$ cat src/rtl/core/i2c_scl_pkg.sv
`default_nettype none

package i2c_scl_pkg;

    // field widths
    localparam int FREQ_W   = 21;
    localparam int CLK_W    = 14;
    localparam int CLKRF_W  = 20;
    localparam int DEN_W    = 20;
    localparam int NUM_W    = 20;
    localparam int DVD_W    = 28;
    localparam int Q_W      = 10;
    localparam int CNT_W    = 8;
    localparam int RF_W     = 7;
    localparam int ML_W     = 8;
    localparam int DK_W     = 10;
    localparam int HREC_W   = 24;

    // speed mode codes
    localparam logic [1:0] MODE_STD   = 2'd0;
    localparam logic [1:0] MODE_FAST  = 2'd1;
    localparam logic [1:0] MODE_FASTP = 2'd2;
    localparam logic [1:0] MODE_TURBO = 2'd3;

    // frequency limits and thresholds
    localparam logic [FREQ_W-1:0] FREQ_MAX     = 21'd1265800;
    localparam logic [FREQ_W-1:0] FREQ_MIN     = 21'd60300;
    localparam logic [FREQ_W-1:0] THRESH_TURBO = 21'd1000000;
    localparam logic [FREQ_W-1:0] THRESH_FASTP = 21'd400000;
    localparam logic [FREQ_W-1:0] THRESH_FAST  = 21'd100000;
    // f / 100 < 648 exactly when f < 64800
    localparam logic [FREQ_W-1:0] FIXED_FREQ   = 21'd64800;

    localparam logic [NUM_W-1:0] NANO_SCALE = 20'd1000000;
    localparam logic [CNT_W-1:0] FIXED_LOW  = 8'd255;
    localparam logic [15:0]      DEN_OFFSET = 16'd255;

    // divide by 100 as multiply by rounded-up reciprocal, exact for 21-bit values
    localparam int RECIP_SHIFT = 28;
    localparam longint unsigned Recip100 = ((64'd1 << RECIP_SHIFT) + 64'd99) / 64'd100;
    localparam int RECIP_W = 22;
    localparam logic [RECIP_W-1:0] RECIP100 = RECIP_W'(Recip100);

    // per-mode minimum low / minimum high
    localparam longint unsigned MhStd = 134, MlStd = 157;
    localparam longint unsigned MhFast = 20, MlFast = 44;
    localparam longint unsigned MhFastp = 9, MlFastp = 17;
    localparam longint unsigned MhTurbo = 5, MlTurbo = 14;

    // high = floor(low * mh / ml) as multiply by rounded-up mh/ml ratio
    localparam int HREC_SHIFT = 24;
    localparam longint unsigned HrecStd   = ((64'd1 << HREC_SHIFT) * MhStd + MlStd - 1) / MlStd;
    localparam longint unsigned HrecFast  = ((64'd1 << HREC_SHIFT) * MhFast + MlFast - 1)
                                            / MlFast;
    localparam longint unsigned HrecFastp = ((64'd1 << HREC_SHIFT) * MhFastp + MlFastp - 1)
                                            / MlFastp;
    localparam longint unsigned HrecTurbo = ((64'd1 << HREC_SHIFT) * MhTurbo + MlTurbo - 1)
                                            / MlTurbo;

    typedef struct packed {
        logic [1:0] mode;
        logic       fixed;
    } t_ctl;

    function automatic logic [RF_W-1:0] mode_rf(input logic [1:0] mode);
        logic [RF_W-1:0] v;
        case (mode)
            MODE_STD:   v = 7'd127;
            MODE_FAST:  v = 7'd58;
            MODE_FASTP: v = 7'd22;
            default:    v = 7'd22;
        endcase
        return v;
    endfunction

    function automatic logic [ML_W-1:0] mode_ml(input logic [1:0] mode);
        logic [ML_W-1:0] v;
        case (mode)
            MODE_STD:   v = ML_W'(MlStd);
            MODE_FAST:  v = ML_W'(MlFast);
            MODE_FASTP: v = ML_W'(MlFastp);
            default:    v = ML_W'(MlTurbo);
        endcase
        return v;
    endfunction

    // 3 * (mh + ml)
    function automatic logic [DK_W-1:0] mode_dk(input logic [1:0] mode);
        logic [DK_W-1:0] v;
        case (mode)
            MODE_STD:   v = DK_W'(3 * (MhStd + MlStd));
            MODE_FAST:  v = DK_W'(3 * (MhFast + MlFast));
            MODE_FASTP: v = DK_W'(3 * (MhFastp + MlFastp));
            default:    v = DK_W'(3 * (MhTurbo + MlTurbo));
        endcase
        return v;
    endfunction

    function automatic logic [HREC_W-1:0] mode_hrec(input logic [1:0] mode);
        logic [HREC_W-1:0] v;
        case (mode)
            MODE_STD:   v = HREC_W'(HrecStd);
            MODE_FAST:  v = HREC_W'(HrecFast);
            MODE_FASTP: v = HREC_W'(HrecFastp);
            default:    v = HREC_W'(HrecTurbo);
        endcase
        return v;
    endfunction

endpackage

`default_nettype wire

$ cat src/rtl/core/i2c_scl_timing_calc_core.sv
`default_nettype none
// pipeline: one item per stage from input accept to result valid
// throughput: one item per cycle while the output is not stalled; the ten-stage restoring divider sets the depth
// every stage holds its item under back-pressure and frees as soon as the next moves
// reset: synchronous active-low, clears all stage valid bits; payload is not reset

module i2c_scl_timing_calc_core (
    input  wire logic        i_clk,
    input  wire logic        i_rst_n,
    input  wire logic        i_s_tvalid,
    output logic             o_s_tready,
    input  wire logic [23:0] i_s_tdata,   // [20:0] frequency_hz, [23:21] zero
    output logic             o_m_tvalid,
    input  wire logic        i_m_tready,
    output logic [23:0]      o_m_tdata    // [1:0] mode_code, [9:2] scl_high_count,
                                          // [17:10] scl_low_count, [18] high_overflow
);
    import i2c_scl_pkg::*;

    // stage map: 0 clamp/mode, 1 divide by 100, 2 products, 3 dividend,
    // 4..13 divider steps, 14 output register
    localparam int DIV_STEPS = Q_W;
    localparam int NST       = 4 + DIV_STEPS + 1;
    localparam int DIV_EXT   = DVD_W + 2;

    logic [NST-1:0] r_vld;
    logic [NST-1:0] w_adv;
    t_ctl           r_ctl [NST-1];

    logic [FREQ_W-1:0] r_fc;
    logic [CLK_W-1:0]  r_clk;
    logic [CLKRF_W-1:0] r_clkrf;
    logic [DEN_W-1:0]  r_den2;
    logic [DVD_W-1:0]  r_dvd;
    logic [DEN_W-1:0]  r_den3;
    logic [DVD_W-1:0]  r_rem [DIV_STEPS-1];
    logic [DEN_W-1:0]  r_dd  [DIV_STEPS-1];
    logic [Q_W-1:0]    r_q   [DIV_STEPS];

    logic [1:0]       r_mode_o;
    logic [CNT_W-1:0] r_high;
    logic [CNT_W-1:0] r_low;
    logic             r_ovf;

    // per-stage advance: a stage may load when it is empty or its item moves on
    always_comb begin
        w_adv[NST-1] = !r_vld[NST-1] || i_m_tready;
        for (int k = NST - 2; k >= 0; k--) begin
            w_adv[k] = !r_vld[k] || w_adv[k+1];
        end
    end

    assign o_s_tready = w_adv[0];
    assign o_m_tvalid = r_vld[NST-1];
    assign o_m_tdata  = {5'd0, r_ovf, r_low, r_high, r_mode_o};

    always_ff @(posedge i_clk) begin
        if (!i_rst_n) begin
            r_vld <= '0;
        end else begin
            for (int k = 0; k < NST; k++) begin
                if (w_adv[k]) begin
                    r_vld[k] <= (k == 0) ? i_s_tvalid : r_vld[(k == 0) ? 0 : k - 1];
                end
            end
        end
    end

    // stage 0: clamp, mode select, fixed-low test
    logic [FREQ_W-1:0] w_fc;
    logic [1:0]        w_mode;

    always_comb begin
        w_fc = i_s_tdata[FREQ_W-1:0];
        if (w_fc > FREQ_MAX) w_fc = FREQ_MAX;
        if (w_fc < FREQ_MIN) w_fc = FREQ_MIN;
        if (w_fc > THRESH_TURBO)      w_mode = MODE_TURBO;
        else if (w_fc > THRESH_FASTP) w_mode = MODE_FASTP;
        else if (w_fc > THRESH_FAST)  w_mode = MODE_FAST;
        else                          w_mode = MODE_STD;
    end

    always_ff @(posedge i_clk) begin
        if (w_adv[0]) begin
            r_fc <= w_fc;
        end
    end

    // control fields follow their item through the stages
    always_ff @(posedge i_clk) begin
        if (w_adv[0]) begin
            r_ctl[0].mode  <= w_mode;
            r_ctl[0].fixed <= (w_fc < FIXED_FREQ);
        end
        for (int k = 1; k < NST - 1; k++) begin
            if (w_adv[k]) r_ctl[k] <= r_ctl[k-1];
        end
    end

    // stage 1: clk = f / 100
    logic [42:0] w_clk_prod;
    assign w_clk_prod = 43'(r_fc) * 43'(RECIP100);

    always_ff @(posedge i_clk) begin
        if (w_adv[1]) r_clk <= w_clk_prod[RECIP_SHIFT +: CLK_W];
    end

    // stage 2: clk * rise/fall and the divisor
    logic [20:0] w_clkrf_prod;
    logic [23:0] w_den_prod;
    logic [15:0] w_clk3;
    logic [DEN_W-1:0] w_den2;

    always_comb begin
        w_clkrf_prod = 21'(r_clk) * 21'(mode_rf(r_ctl[1].mode));
        w_den_prod   = 24'(r_clk) * 24'(mode_dk(r_ctl[1].mode));
        w_clk3       = {1'b0, r_clk, 1'b0} + 16'(r_clk);
        // on the fixed-low path 3*clk always exceeds 255
        if (r_ctl[1].fixed) w_den2 = DEN_W'(w_clk3 - DEN_OFFSET);
        else                w_den2 = w_den_prod[DEN_W-1:0];
    end

    always_ff @(posedge i_clk) begin
        if (w_adv[2]) begin
            r_clkrf <= w_clkrf_prod[CLKRF_W-1:0];
            r_den2  <= w_den2;
        end
    end

    // stage 3: numerator, scaled by min-low off the fixed path
    logic [NUM_W-1:0] w_num;
    logic [DVD_W-1:0] w_dvd_prod;

    always_comb begin
        // clk * rf never reaches the scale over the clamped range
        w_num      = NANO_SCALE - r_clkrf;
        w_dvd_prod = DVD_W'(w_num) * DVD_W'(mode_ml(r_ctl[2].mode));
    end

    always_ff @(posedge i_clk) begin
        if (w_adv[3]) begin
            r_dvd  <= r_ctl[2].fixed ? DVD_W'(w_num) : w_dvd_prod;
            r_den3 <= r_den2;
        end
    end

    // stages 4..13: restoring divider, one quotient bit per stage, msb first
    genvar g;
    generate
        for (g = 0; g < DIV_STEPS; g++) begin : g_div
            localparam int B = DIV_STEPS - 1 - g;
            logic [DVD_W-1:0]   w_rem_in;
            logic [DEN_W-1:0]   w_den_in;
            logic [Q_W-1:0]     w_q_in;
            logic [DIV_EXT-1:0] w_sh;
            logic               w_ge;
            logic [DVD_W-1:0]   w_rem_out;

            if (g == 0) begin : g_src0
                assign w_rem_in = r_dvd;
                assign w_den_in = r_den3;
                assign w_q_in   = '0;
            end else begin : g_srcn
                assign w_rem_in = r_rem[g-1];
                assign w_den_in = r_dd[g-1];
                assign w_q_in   = r_q[g-1];
            end

            assign w_sh      = DIV_EXT'(w_den_in) << B;
            assign w_ge      = DIV_EXT'(w_rem_in) >= w_sh;
            assign w_rem_out = w_ge ? DVD_W'(DIV_EXT'(w_rem_in) - w_sh) : w_rem_in;

            always_ff @(posedge i_clk) begin
                if (w_adv[4+g]) begin
                    r_q[g] <= w_q_in | (Q_W'(w_ge) << B);
                end
            end

            if (g < DIV_STEPS - 1) begin : g_pass
                always_ff @(posedge i_clk) begin
                    if (w_adv[4+g]) begin
                        r_rem[g] <= w_rem_out;
                        r_dd[g]  <= w_den_in;
                    end
                end
            end
        end
    endgenerate

    // stage 14: counts and overflow flag into the output register
    logic [Q_W-1:0] w_q;
    logic [31:0]    w_hprod;
    t_ctl           w_ctl;

    always_comb begin
        w_q     = r_q[DIV_STEPS-1];
        w_ctl   = r_ctl[NST-2];
        w_hprod = 32'(w_q[CNT_W-1:0]) * 32'(mode_hrec(w_ctl.mode));
    end

    always_ff @(posedge i_clk) begin
        if (w_adv[NST-1]) begin
            r_mode_o <= w_ctl.mode;
            if (w_ctl.fixed) begin
                // quotient is the high count; keep its low byte
                r_high <= w_q[CNT_W-1:0];
                r_low  <= FIXED_LOW;
                r_ovf  <= (w_q > Q_W'(FIXED_LOW));
            end else begin
                r_high <= w_hprod[HREC_SHIFT +: CNT_W];
                r_low  <= w_q[CNT_W-1:0];
                r_ovf  <= 1'b0;
            end
        end
    end

endmodule

`default_nettype wire

$ cat config.mk
export PLATFORM = sky130hd
export DESIGN_NAME = i2c_scl_timing_calc_core
export DESIGN_NICKNAME = d
export VERILOG_FILES = /design/src/rtl/core/i2c_scl_pkg.sv /design/src/rtl/core/i2c_scl_timing_calc_core.sv
export SDC_FILE = /design/constraint.sdc
export NUM_CORES = 2
export LEC_CHECK = 0
export BUFFER_PORTS_ARGS = -buffer_cell sky130_fd_sc_hd__clkbuf_2
export CELL_PAD_IN_SITES_DETAIL_PLACEMENT = 2
export CELL_PAD_IN_SITES_GLOBAL_PLACEMENT = 2
export CORE_MARGIN = 2
export CORE_UTILIZATION = 25
export DETAILED_ROUTE_END_ITERATION = 8
export PLACE_DENSITY = 0.62
export SYNTH_ARGS = -nofsm -noshare
export SYNTH_HDL_FRONTEND = slang
export SYNTH_SLANG_ARGS = --single-unit
$ cat constraint.sdc
create_clock -name i_clk -period 7.8 [get_ports i_clk]
set_input_delay 0.78 -clock i_clk [delete_from_list [all_inputs] [get_ports i_clk]]
set_output_delay 0.78 -clock i_clk [all_outputs]
set_load 0.01 [all_outputs]
==> flow_summary.ini <==
[run_status]
outcome = finished, final reports clean

[detailed_routing]
drc = 0
vias_per_cell = 4.40
vias = 37200
drt-total-wl_um = 145000
ant_nets = 0
drt-wirelength-per-cell_um = 17.2
drt_iter0_markers = 940
dr.pass1.iters = 5

[die]
initial_core_util_pct = 25.1
die_x_um = 484
io_pins = 54
die_area_um2 = 234000
std_cell_rows = 176
die_h_um = 484
fp.coreArea_um2 = 229000

[flow_run]
maxCapViolCount = 0

[hold_path]
hp-class = flop to flop
hold_end = r_q[4][7]
worstHoldStart = r_q[3][7]
min_path_cells = 0

[timing]
maxSlewViolCount = 0
relSlewSlack_pct = 24.0
hold_viol = 0
finClkSkew_ns = 0.0468
period_share_pct = 92.3
setup_viol = 0
period_needed_ns = 7.20
worstMarginPinSlew_ns = 1.14
finalSetupTns_ns = 0
rsz0062_at_grt = false
clock.fmax_ghz = 0.139

[logic_synthesis]
syn-cell-area_um2 = 57500
ys_seq_area_share_pct = 35.6
async_reset_ff_share_pct = 0
yosysWarnings = 0
synth_cell_types = 96
synth_cells = 5249
synth_flop_cell = edfxtp_1
synth_edf_count = 671
synth_seq_cells = 686
syn_area_per_cell_um2 = 11.0

[cts]
clk_latency_ns = 0.69
post_cts_buffers = 0
clk_pin_slew_worst_paths_ns = 0.06
tritoncts = built
cts.sinks = 686
root_buffer = clkbuf_16
cts_htree_levels = 3
numCtsBuffers = 89
cts-hold-fix-buffers = 0
clockBufferDepth = 3
cts_resized = 0

[global_routing]
grt_max_degree = 60
grt_remaining_overflow = 0
grt_pass1_vias = 42500
grt_usage_pct = 12.4
antenna_found_initial = 2
grt_pass1_wl_um = 234000

[placed_design]
placed_cells = 8281
dp_hpwl_um = 123000
gp_congestion = 0.837
io_buffers = 45

[setup_path]
cp-end-kind = flop
critPathLaunchType = flop
r2r_slack_ns = 0.60
crit_required_ns = 8.34
reg2reg_to = g_div[0].w_rem_in[27]
crit_type = flop to flop
r2r-start = r_clkrf[1]
crit_start = r_clkrf[1]
cp.arrival_ns = 7.74
path_max_fanout = 5
reg2regPathDepth = 21

[cells_and_area]
area_growth_pct = 12.1
layout.cells.non_filler = 8446
nets = 6539
layout-drive-gt1-share_pct = 7.38
final_util_pct = 28.1
[per-stage QoR]
stage	instance area, um2	hold WS (ns)	worst slack [ns]
2_1_floorplan	57500	0.400	1.35
3_3_place_gp	61500	0.403	0.634
3_5_place_dp	61500	0.405	0.552
4_1_cts	64400	0.363	0.521
5_1_grt	64400	0.397	0.0721
6_report	64400	0.402	0.598
[worst max-delay path by stage]
stage | end | slack (ns) | cells after the start
floorplan | g_div[0].w_rem_in[27] | 1.35 | 24
global placement | g_div[0].w_rem_in[27] | 0.63 | 22
detailed placement | g_div[0].w_rem_in[27] | 0.55 | 21
CTS | g_div[0].w_rem_in[27] | 0.52 | 21
global route | g_div[0].w_rem_in[27] | 0.07 | 22
finish | g_div[0].w_rem_in[27] | 0.60 | 21
[cell usage in the layout, fill, tap and decap left out, types with 24 or more instances in the layout]
master     instances
edfxtp_1         671
xor2_1           109
ha_1             640
o21a_1            45
o21ai_0          153
fa_1             525
buf_4             45
nor3_1            74
and2_1            78
xnor2_1          161
or3_1             27
clkbuf_2          45
nand2b_1          86
a21oi_1          259
mux2_2            62
clkbuf_16         90
or2_2             50
nor2_1           350
nor2b_1           82
inv_1            954
a21o_1            96
nand4_1           36
nand3_1           62
nor4_1            27
a211oi_1          24
o21bai_1          31
and3_1            26
nand2_1          221
[logic make-up after synthesis]
logic type,share of synthesized area [%]
AO/OA/AOI/OAI,8.91
XOR/XNOR,4.11
adder cells (fa/ha/maj),32.2
buffers and inverters,6.95
flip-flops,35.6
multiplexers,1.99
other,0.00652
AND/OR/NAND/NOR,10.3
[final cells by class]
| type | instances | area [um2] |
|---|---|---|
| timing repair buffer | 90 | 563 |
| tap | 3026 | 3790 |
| clock buffer | 109 | 2350 |
| antenna | 1 | 2.50 |
| fill | 25000 | 165000 |
| sequential | 686 | 20400 |
| inverter | 962 | 3610 |
| clock inverter | 55 | 577 |
| multi-input combinational | 3517 | 33100 |
[layer usage]
layer  up-vias  wire length, um  GRT usage, %
met1     18900            64300          15.3
met4         0             3090          3.17
met3       144             2960          1.38
met5         -                0             0
li1      17900                -             -
met2       256            75100          22.9
[synth_stat cells, types with 86 or more instances]
cell	n	share of area (%)
o21ai_0	153	1.3
inv_1	961	6.3
nand2_1	225	1.5
nor2_1	351	2.3
fa_1	525	18
a21oi_1	259	2.3
edfxtp_1	671	35
a21o_1	96	1.3
xnor2_1	161	2.5
xor2_1	109	1.7
nand2b_1	86	0.94
ha_1	640	14
[registers in the layout, summed over array words and instances (netlist names), 20 cells and up]
signal          cells
g_div.w_rem_in     28
r_ctl              42
g_div.w_den_in     20
r_dd              180
r_clkrf            20
r_q                55
r_fc               21
r_den2             20
r_rem             252
[worst max-delay path, cell delays in order, from the launching register on]
cell       delay (ns)
edfxtp_1         0.41
or4_1            0.60
o31ai_2          0.31
nand2_1          0.16
a21oi_1          0.26
nor3b_2          0.27
xor2_1           0.61
nor2_1           0.21
fa_1             0.62
fa_1             0.44
fa_1             0.54
inv_1            0.05
fa_1             0.53
inv_1            0.04
ha_1             0.36
nand2_1          0.14
a2111oi_4        0.40
o211ai_1         0.18
a31oi_1          0.24
o21ai_1          0.12
or4b_1           0.47
nand3_1          0.10
Power is left out: the tool's default activity adds up to more than one toggle a clock period on the data nets, which glitch-free logic cannot reach.
